$ cat src/rtl/hfcc_pkg.sv
// Shared types, constants and the CRC-8 function for the humidity frame checker.
package hfcc_pkg;

   localparam int DataWidth     = 8;
   localparam int RawWidth      = 16;
   localparam int CentiWidth    = 14;
   localparam int ScaleWidth    = 14;
   localparam int ProductWidth  = RawWidth + ScaleWidth;
   localparam int ReqTdataWidth = 8;
   localparam int RspTdataWidth = 16;

   localparam logic [7:0]            CrcPoly     = 8'h31;
   localparam logic [RawWidth-1:0]   RawMask     = 16'hFFFC;
   localparam logic [ScaleWidth-1:0] ScaleNum    = 14'd12500;
   localparam logic [CentiWidth-1:0] OffsetCenti = 14'd600;
   localparam logic [CentiWidth-1:0] FullScale   = 14'd10000;

   // Byte position codes
   localparam logic [1:0] PosHigh  = 2'd0;
   localparam logic [1:0] PosLow   = 2'd1;
   localparam logic [1:0] PosCheck = 2'd2;

   // Status codes
   localparam logic StatusGood  = 1'b0;
   localparam logic StatusCrcBad = 1'b1;

   // One completed reply handed from the frame tracker to the converter
   typedef struct packed {
      logic                valid;
      logic [RawWidth-1:0] raw;
      logic                crc_ok;
   } frame_type;

   // Scaled value after the multiply stage
   typedef struct packed {
      logic                  valid;
      logic [CentiWidth-1:0] scaled;
      logic                  crc_ok;
   } scaled_type;

   // CRC-8, polynomial 0x31, MSB first, eight bit steps unrolled
   function automatic logic [7:0] crc_absorb(input logic [7:0] crc, input logic [7:0] data);
      logic [7:0] c;
      c = crc ^ data;
      for (int k = 0; k < 8; k++) begin
         if (c[7]) begin
            c = {c[6:0], 1'b0} ^ CrcPoly;
         end else begin
            c = {c[6:0], 1'b0};
         end
      end
      return c;
   endfunction

endpackage

$ cat src/rtl/humidity_frame_check_convert_top.sv
// Top level of the humidity reply checker and converter.
//
//   channel | direction | tdata                     | tuser
//   req     | in        | [7:0] data_byte           | frame_start
//   rsp     | out       | [13:0] humidity_centi     | status
//
// One byte is taken per cycle, every cycle while the result side is not stalled.
// A reply's result moves from the tracker register, which loads on the edge that takes
// its checksum byte, to the multiply register and then to the result register.
// Synchronous reset clears byte position, CRC and all stage valid bits.
// A stalled result holds the whole pipeline; req_tready follows rsp_tready then.
module humidity_frame_check_convert_top (
   input  logic                                 clock,
   input  logic                                 reset,
   input  logic                                 req_tvalid,
   output logic                                 req_tready,
   input  logic [hfcc_pkg::ReqTdataWidth-1:0]   req_tdata,   // [7:0] data_byte
   input  logic                                 req_tuser,   // [0] frame_start
   output logic                                 rsp_tvalid,
   input  logic                                 rsp_tready,
   output logic [hfcc_pkg::RspTdataWidth-1:0]   rsp_tdata,   // [13:0] humidity_centi, [15:14] 0
   output logic                                 rsp_tuser    // [0] status
);
   import hfcc_pkg::*;

   logic                  advance;
   logic                  byte_accept;
   frame_type             frame;
   logic [CentiWidth-1:0] humidity_centi;

   // Pipeline moves whenever the result register is empty or being taken
   assign advance     = !rsp_tvalid || rsp_tready;
   assign req_tready  = advance;
   assign byte_accept = req_tvalid && advance;

   hfcc_frame u_frame (
      .clock       (clock),
      .reset       (reset),
      .advance     (advance),
      .byte_accept (byte_accept),
      .data_byte   (req_tdata[DataWidth-1:0]),
      .frame_start (req_tuser),
      .frame       (frame)
   );

   hfcc_convert u_convert (
      .clock          (clock),
      .reset          (reset),
      .advance        (advance),
      .frame          (frame),
      .result_valid   (rsp_tvalid),
      .humidity_centi (humidity_centi),
      .status         (rsp_tuser)
   );

   assign rsp_tdata = {{(RspTdataWidth-CentiWidth){1'b0}}, humidity_centi};

endmodule

$ cat src/rtl/hfcc_frame.sv
// Byte position tracking, running CRC and capture of a finished reply.
module hfcc_frame (
   input  logic                              clock,
   input  logic                              reset,
   input  logic                              advance,
   input  logic                              byte_accept,
   input  logic [hfcc_pkg::DataWidth-1:0]    data_byte,
   input  logic                              frame_start,
   output hfcc_pkg::frame_type               frame
);
   import hfcc_pkg::*;

   logic [1:0]           byte_position_ff, byte_position_in;
   logic [7:0]           running_crc_ff, running_crc_in;
   logic [DataWidth-1:0] high_byte_ff, high_byte_in;
   logic [DataWidth-1:0] low_byte_ff, low_byte_in;
   frame_type            frame_ff, frame_in;
   logic [1:0]           pos;

   // Next state of the reply tracker
   always_comb begin
      pos              = frame_start ? PosHigh : byte_position_ff;
      byte_position_in = byte_position_ff;
      running_crc_in   = running_crc_ff;
      high_byte_in     = high_byte_ff;
      low_byte_in      = low_byte_ff;
      frame_in         = frame_ff;
      if (advance) begin
         frame_in.valid = 1'b0;
      end
      if (byte_accept) begin
         case (pos)
            PosLow: begin
               low_byte_in      = data_byte;
               running_crc_in   = crc_absorb(running_crc_ff, data_byte);
               byte_position_in = PosCheck;
            end
            PosCheck: begin
               frame_in.valid   = 1'b1;
               frame_in.raw     = {high_byte_ff, low_byte_ff} & RawMask;
               frame_in.crc_ok  = (data_byte == running_crc_ff);
               running_crc_in   = 8'd0;
               byte_position_in = PosHigh;
            end
            default: begin
               // high byte, also taken for the unused position
               high_byte_in     = data_byte;
               running_crc_in   = crc_absorb(8'd0, data_byte);
               byte_position_in = PosLow;
            end
         endcase
      end
   end

   always_ff @(posedge clock) begin
      if (reset) begin
         byte_position_ff <= PosHigh;
         running_crc_ff   <= 8'd0;
         high_byte_ff     <= '0;
         low_byte_ff      <= '0;
         frame_ff.valid   <= 1'b0;
      end else begin
         byte_position_ff <= byte_position_in;
         running_crc_ff   <= running_crc_in;
         high_byte_ff     <= high_byte_in;
         low_byte_ff      <= low_byte_in;
         frame_ff.valid   <= frame_in.valid;
      end
      frame_ff.raw    <= frame_in.raw;
      frame_ff.crc_ok <= frame_in.crc_ok;
   end

   assign frame = frame_ff;

endmodule

$ cat src/rtl/hfcc_convert.sv
// Scale multiply, offset removal and saturation into the result register.
module hfcc_convert (
   input  logic                                clock,
   input  logic                                reset,
   input  logic                                advance,
   input  hfcc_pkg::frame_type                 frame,
   output logic                                result_valid,
   output logic [hfcc_pkg::CentiWidth-1:0]     humidity_centi,
   output logic                                status
);
   import hfcc_pkg::*;

   scaled_type              scaled_ff, scaled_in;
   logic [ProductWidth-1:0] product;
   logic                    result_valid_ff, result_valid_in;
   logic [CentiWidth-1:0]   humidity_ff, humidity_in;
   logic                    status_ff, status_in;
   logic [CentiWidth-1:0]   above_offset;

   // Multiply stage: (12500 * raw) >> 16
   always_comb begin
      product   = {{ScaleWidth{1'b0}}, frame.raw} * {{RawWidth{1'b0}}, ScaleNum};
      scaled_in = scaled_ff;
      if (advance) begin
         scaled_in.valid  = frame.valid;
         scaled_in.scaled = product[ProductWidth-1 -: CentiWidth];
         scaled_in.crc_ok = frame.crc_ok;
      end
   end

   // Offset and saturation stage
   always_comb begin
      above_offset    = scaled_ff.scaled - OffsetCenti;
      result_valid_in = result_valid_ff;
      humidity_in     = humidity_ff;
      status_in       = status_ff;
      if (advance) begin
         result_valid_in = scaled_ff.valid;
         if (!scaled_ff.crc_ok) begin
            humidity_in = '0;
            status_in   = StatusCrcBad;
         end else begin
            status_in = StatusGood;
            if (scaled_ff.scaled < OffsetCenti) begin
               humidity_in = '0;
            end else if (above_offset > FullScale) begin
               humidity_in = FullScale;
            end else begin
               humidity_in = above_offset;
            end
         end
      end
   end

   always_ff @(posedge clock) begin
      if (reset) begin
         scaled_ff.valid <= 1'b0;
         result_valid_ff <= 1'b0;
      end else begin
         scaled_ff.valid <= scaled_in.valid;
         result_valid_ff <= result_valid_in;
      end
      scaled_ff.scaled <= scaled_in.scaled;
      scaled_ff.crc_ok <= scaled_in.crc_ok;
      humidity_ff      <= humidity_in;
      status_ff        <= status_in;
   end

   assign result_valid   = result_valid_ff;
   assign humidity_centi = humidity_ff;
   assign status         = status_ff;

endmodule
$ cat config.mk
export PLATFORM = sky130hd
export DESIGN_NAME = humidity_frame_check_convert_top
export DESIGN_NICKNAME = d
export VERILOG_FILES = /design/src/rtl/hfcc_pkg.sv /design/src/rtl/humidity_frame_check_convert_top.sv /design/src/rtl/hfcc_frame.sv /design/src/rtl/hfcc_convert.sv
export SDC_FILE = /design/constraint.sdc
export NUM_CORES = 1
export LEC_CHECK = 0
export ABC_AREA = 0
export BUFFER_PORTS_ARGS = -buffer_cell sky130_fd_sc_hd__buf_2
export CORE_UTILIZATION = 40
export DETAILED_ROUTE_END_ITERATION = 10
export PLACE_DENSITY = 0.61
export SLEW_MARGIN = 25
export SYNTH_ARGS = -nofsm -noshare
export SYNTH_HDL_FRONTEND = slang
export SYNTH_SLANG_ARGS = --single-unit
$ cat constraint.sdc
create_clock -name clock -period 12.4 [get_ports clock]
set_input_delay 0.62 -clock clock [delete_from_list [all_inputs] [get_ports clock]]
set_output_delay 0.62 -clock clock [all_outputs]
set_load 0.05 [all_outputs]
### Word-level counts from Yosys, hierarchy flattened

Cells that the tools add are included.

* multiplexer cells: 52
* reductions and logical operators: 9
* $lt $le $gt $ge: 2
* add/sub/neg operators: 1
* bitwise gates (word level): 19
* equal/unequal tests: 3
* $mul: 1

Operators by type and width (count)
* 8-bit two-way mux: 28
* 6-bit two-way mux: 16
* 3-bit inverter: 16
* 18-bit two-way mux: 2
* 14-bit by 12-bit multiplier with 26-bit output, second input constant: 1
* 8-bit case mux with 2 select lines: 1
* 14-bit greater-than comparator, second input constant: 1
* 14-bit by 10-bit < comparator with 1-bit output, second input constant: 1
* 14-bit two-way mux: 1
* 14-bit by 10-bit subtractor with 14-bit output, second input constant: 1
* 8-bit == test: 1
* 8-bit XOR: 1
* 2-bit AND reduction: 3
* 2-bit case mux with 2 select lines: 1
* 2-bit OR reduction: 2
* 3-bit OR reduction: 1
* 2-bit by 1-bit == test with 1-bit output, second input constant: 1
* 2-bit == test, second input constant: 1
* 1-bit two-way mux: 2
* 2-bit two-way mux: 1
* 1-bit inverter: 2
* 1-bit logical AND: 1
* 1-bit zero test: 1
* 1-bit logical OR: 1

* register bits: 74
* word-level logic and storage cells: 101

### Logic depth before layout (Yosys ltp)

* depth after elaboration: 32
* mapped depth: 16
* gate-level depth less buffers: 16

### Modules after synthesis

Synthesis repeated with hierarchy kept, for this count alone.

* cell total of the unflattened synthesis: 658
* area, all modules: 6596.3 um^2

By module, submodules not included
* hfcc_convert: times used 1, sequential area each 940.9 um^2, area an instance 4650.7 um^2, cells each 466
* hfcc_frame: times used 1, sequential area each 950.9 um^2, area an instance 1904.3 um^2, cells each 187
* humidity_frame_check_convert_top: times used 1, sequential area each 0.0 um^2, area an instance 41.3 um^2, cells each 5

### Worst setup path after synthesis

No wires, ideal clock.

* kind: reg2reg
* from: register u_frame.frame_ff (netlist bit u_frame.frame[8])
* to: register u_convert.scaled_ff[13] (netlist name) (data pin)
* data required time: 12.131 ns
* setup slack: 7.831 ns
* cell stages (with the launch flop): 17
* data arrival time: 4.300 ns
* buffers on the path: 0
* cell sequence: edfxtp_1 -> ha_1 -> ha_1 -> inv_1 -> fa_1 -> inv_1 -> fa_1 -> inv_1 -> fa_1 -> inv_1 -> ha_1 -> a21oi_1 -> o211a_1 -> nor3_1 -> o32ai_1 -> o31ai_1 -> xor2_1

* longest elaborated chain between the ends: 1

Ends and longest elaborated chain
* from (decl): line hfcc_frame.sv:17 `frame_type frame_ff, frame_in;`
* 14-bit by 12-bit multiplier with 26-bit output: line hfcc_convert.sv:22 `product = {{ScaleWidth{1'b0}}, frame.raw} * {{RawWidth{1'b0}}, ScaleNum};`
* net u_convert.product[28]: line hfcc_convert.sv:14 `logic [ProductWidth-1:0] product;`
* to (decl): line hfcc_convert.sv:13 `scaled_type scaled_ff, scaled_in;`

The timed path passes the listed nets, and every way through them passes these cells.
A chain may end at the register's enable or synchronous reset.

### Worst setup path in the final report

* from: register u_frame.frame_ff (netlist bit u_frame.frame[9])
* to: register u_convert.scaled_ff[13] (netlist name) (data pin)

Same word-level chain as after synthesis.

==> reports/summary.log <==
qor: status.run_status finished, violations left
qor: status.failed_checks design-rule violations
qor: sta.fin_crit_sh 0.4035
qor: place.numPlacedInstances 796
qor: cts.holdBufCountCts 0
qor: layout.layout.nets 764
qor: worst_setup_path.worstPathMaxFanout 5
qor: cts.cts.path.max_buffers 2
qor: drt.drt_drc_violations_left 14
qor: synth.synthesis.yosys.warnings 0
qor: synth.netlist_instances 603
qor: worst_setup_path.reg2regPathDepth 16
qor: synth.synth_area_per_cell 10.01 um^2
qor: global_routing.grt_first_pass_wirelength 19.95 mm
qor: worst_setup_path.timing.rr.start u_frame.frame[9]
qor: worst_setup_path.setup.worst_path.end_class flip-flop
qor: global_routing.gr-usage-all-layers 0.1608
qor: synth.postSynthRegisterBits 72
qor: cts.postCtsSetupBuffers 0
qor: sta.finalWorstPathRequiredPeriod 5.004 ns
qor: power.power_density 99.09 nW/um^2
qor: cts.tritoncts built
qor: layout.filler_cell_count 1396
qor: worst_setup_path.start_kind flip-flop
qor: cts.tritoncts_num_sinks 72
qor: sta.setup-tns-final 0 ns
qor: synth.sequential_to_total_area_share_from_yosys_stat 0.3134
qor: worst_setup_path.timing.critical_path.arrival 5.08 ns
qor: cts.clk_pin_slew_worst_paths 0.06 ns
qor: power.irDropWorstVdd 0.06654 mV
qor: cts.post_cts_resize_count 0
qor: synth.synth_cell_types 54
qor: sta.setup_viol 0
qor: floorplan.start_util 0.4123
qor: sta.timing.max_slew.rel_slack 0.3390
qor: drt.drt_pass1_iterations 7
qor: cts.cts-root-buf sky130_fd_sc_hd__clkbuf_16
qor: layout.stdcell_count 812
qor: global_routing.grt_pass1_vias 4343
qor: floorplan.core 14640 um^2
qor: drt.drt_first_iter_violations 104
qor: cts.clock_tree.htree_level_count 3
qor: synth.yosysTopAreaCell sky130_fd_sc_hd__edfxtp_1
qor: sta.timing.fmax 0.1999 GHz
qor: synth.muxShareOfSynthArea 0.003316
qor: synth.synth_top_cell_area_share 0.2238
qor: floorplan.fp.dieArea 15590 um^2
qor: layout.antenna-diode-count 0
qor: synth.yosys-top-cells-count 95 x sky130_fd_sc_hd__ha_1, 88 x sky130_fd_sc_hd__inv_1, 48 x sky130_fd_sc_hd__a21oi_1, 48 x sky130_fd_sc_hd__nand2_1, 45 x sky130_fd_sc_hd__edfxtp_1
qor: synth.synth_top_flop_cell sky130_fd_sc_hd__edfxtp_1
qor: floorplan.dieWidth 124.9 um
qor: layout.area_delta_synth_final 10.40%
qor: synth.post_synth_and_or_nand_nor_area_fraction 0.1020
qor: synth.xor_and_xnor_fraction_of_the_mapped_netlist_area 0.09347
qor: hold_path.timing.hold.worst_path_depth 0
qor: synth.synth-adder-area-share 0.3063
qor: cts.clk-insertion-delay-late 0.34 ns
qor: place.gpl_wtd_cong 0.8560
qor: synth.post_synth_instance_area 6037 um^2
qor: place.port_buffers 29
qor: worst_setup_path.path_class reg -> reg
qor: drt.routed_via_density 5.148
qor: sta.worst_pin_slew 0.9915 ns
qor: cts.cts_inserted_buffers 9
qor: hold_path.hp-class reg -> reg
qor: sta.clock-skew-final 0.009234 ns
qor: global_routing.grt_start_max_net_pins 36
qor: floorplan.num_rows 44
qor: synth.synth-edff-count 45
qor: run.maxCapViolations 0
qor: synth.yosys.cell_count.top_type sky130_fd_sc_hd__ha_1
qor: hold_path.min_from u_frame.frame[0]
qor: floorplan.number_of_i_o_pins 32
qor: power.static-leakage-power 3.226 nW
qor: drt.drt-total-wl 11.69 mm
qor: synth.async_flop_share 0
qor: synth.synth_top_family_by_area adder cells
qor: global_routing.grt_overflow_total 0
qor: synth.synth.top_cells.by_area sky130_fd_sc_hd__edfxtp_1 22%, sky130_fd_sc_hd__ha_1 20%, sky130_fd_sc_hd__fa_1 11%
qor: global_routing.antenna_found_initial 0
qor: place.detailed_place_hpwl 9.272 mm
qor: sta.timing.final.max_slew_violations 0
qor: synth.synth_compound_area_frac 0.1092
qor: worst_setup_path.startpoint u_frame.frame[9]
qor: sta.unrepaired_setup_endpoints_after_global_routing no
qor: drt.ant_nets 0
qor: sta.number_of_failing_hold_endpoints_at_the_final_stage 0
qor: floorplan.fp.dieH 124.9 um
qor: layout.drive_gt1_frac 0.07643
qor: worst_setup_path.crit_path_required_time 12.47 ns
qor: drt.wl_per_cell 14.40 um
qor: drt.total_number_of_vias 4180
==> registers in the layout, indices dropped and copies added (netlist names) <==
signal and count:
u_convert.humidity_centi 14, u_convert.result_valid 1, u_convert.scaled_ff 16, u_convert.status 1, u_frame.byte_position_ff 2, u_frame.frame 16
u_frame.high_byte_ff 8, u_frame.low_byte_ff 6, u_frame.running_crc_ff 8
==> per-stage QoR <==
step | hold slack, ns | utilization | power, mW | setup slack, ns | area (um^2)
final | 0.4234 | 0.4551 | 0.6605 | 7.396 | 6665
after floorplan | 0.4003 | - | 0.3467 | 7.831 | 6041
after global routing | 0.4328 | 0.4551 | 0.6865 | 7.128 | 6665
after CTS | 0.4299 | 0.4551 | 0.6664 | 7.408 | 6665
after global placement | 0.4145 | 0.4316 | 0.3604 | 7.618 | 6321
after detailed placement | 0.4163 | 0.4316 | 0.3625 | 7.445 | 6321
==> area by class of cell <==
class | instances | area (um^2) | area share
Clock buffer | 10 | 229.0 | 0.03435
Clock inverter | 6 | 115.1 | 0.01727
Inverter | 88 | 330.3 | 0.04956
Multi-Input combinational cell | 422 | 3716 | 0.5575
Sequential cell | 72 | 1892 | 0.2838
Tap cell | 184 | 230.2 | 0.03454
Timing Repair Buffer | 30 | 152.6 | 0.02290
==> critical path, cell delays in order, from the launching register on <==
cell and delay (ns):
sky130_fd_sc_hd__edfxtp_1 0.47, sky130_fd_sc_hd__ha_1 0.33, sky130_fd_sc_hd__ha_1 0.34, sky130_fd_sc_hd__inv_1 0.07, sky130_fd_sc_hd__fa_1 0.53, sky130_fd_sc_hd__inv_1 0.06, sky130_fd_sc_hd__fa_1 0.53, sky130_fd_sc_hd__inv_1 0.05
sky130_fd_sc_hd__fa_1 0.52, sky130_fd_sc_hd__inv_1 0.04, sky130_fd_sc_hd__ha_1 0.35, sky130_fd_sc_hd__a21oi_1 0.28, sky130_fd_sc_hd__o211a_1 0.21, sky130_fd_sc_hd__nor3_1 0.06, sky130_fd_sc_hd__o32ai_1 0.55, sky130_fd_sc_hd__o31ai_1 0.19
sky130_fd_sc_hd__xor2_1 0.16
==> final timing paths <==
path | endpoint | slack, ns
max | u_convert.scaled_ff[13] | 7.40
min | u_convert.scaled_ff[0] | 0.42
max reg2reg | u_convert.scaled_ff[13] | 7.40
min reg2reg | u_convert.scaled_ff[0] | 0.42
==> routing by layer <==
metal,wire length [um],global-route usage,vias up
met5,0,0,-
met4,221,0.05022,0
met3,359,0.03093,22
met2,6178,0.3106,72
met1,4935,0.1750,1988
li1,-,-,2098
==> layout by cell type, fill, tap and decap left out, types with 3 or more instances in the layout <==
master                      netlist  final
sky130_fd_sc_hd__a211oi_1         4      4
sky130_fd_sc_hd__a21o_1          10     10
sky130_fd_sc_hd__a21oi_1         48     48
sky130_fd_sc_hd__a221oi_1         3      3
sky130_fd_sc_hd__and2_1           6      6
sky130_fd_sc_hd__and3_1           3      3
sky130_fd_sc_hd__buf_2            4     29
sky130_fd_sc_hd__bufinv_16        0      3
sky130_fd_sc_hd__clkbuf_16        0      9
sky130_fd_sc_hd__dfxtp_1         27     27
sky130_fd_sc_hd__edfxtp_1        45     45
sky130_fd_sc_hd__fa_1            33     33
sky130_fd_sc_hd__ha_1            95     95
sky130_fd_sc_hd__inv_1           88     88
sky130_fd_sc_hd__nand2_1         48     48
sky130_fd_sc_hd__nand2b_1         6      6
sky130_fd_sc_hd__nand3_1         17     17
sky130_fd_sc_hd__nand3b_1         4      4
sky130_fd_sc_hd__nand4_1          4      4
sky130_fd_sc_hd__nor2_1          24     24
sky130_fd_sc_hd__nor2b_1          3      3
sky130_fd_sc_hd__nor3_1           6      6
sky130_fd_sc_hd__nor4_1           4      4
sky130_fd_sc_hd__o211ai_1         4      4
sky130_fd_sc_hd__o21a_1           5      5
sky130_fd_sc_hd__o21ai_0          7      7
sky130_fd_sc_hd__xnor2_1         31     31
sky130_fd_sc_hd__xnor3_1          3      3
sky130_fd_sc_hd__xor2_1          23     23
==> report_power, final <==
group | switching [mW] | internal (mW)
sequential | 0.00773 | 0.261
combinational | 0.0497 | 0.0396
clock | 0.104 | 0.198
total | 0.162 | 0.499
==> kinds of logic (layout without fill, tap and decap cells) <==
family,count (synthesis),count (layout)
XOR/XNOR,58,58
AND/OR/NAND/NOR,130,130
AO/OA/AOI/OAI,102,102
other,1,2
adder cells (fa/ha/maj),128,128
multiplexers,2,2
flip-flops,72,72
buffers and inverters,110,134
Note: power is estimated with default switching activity, not from simulation.
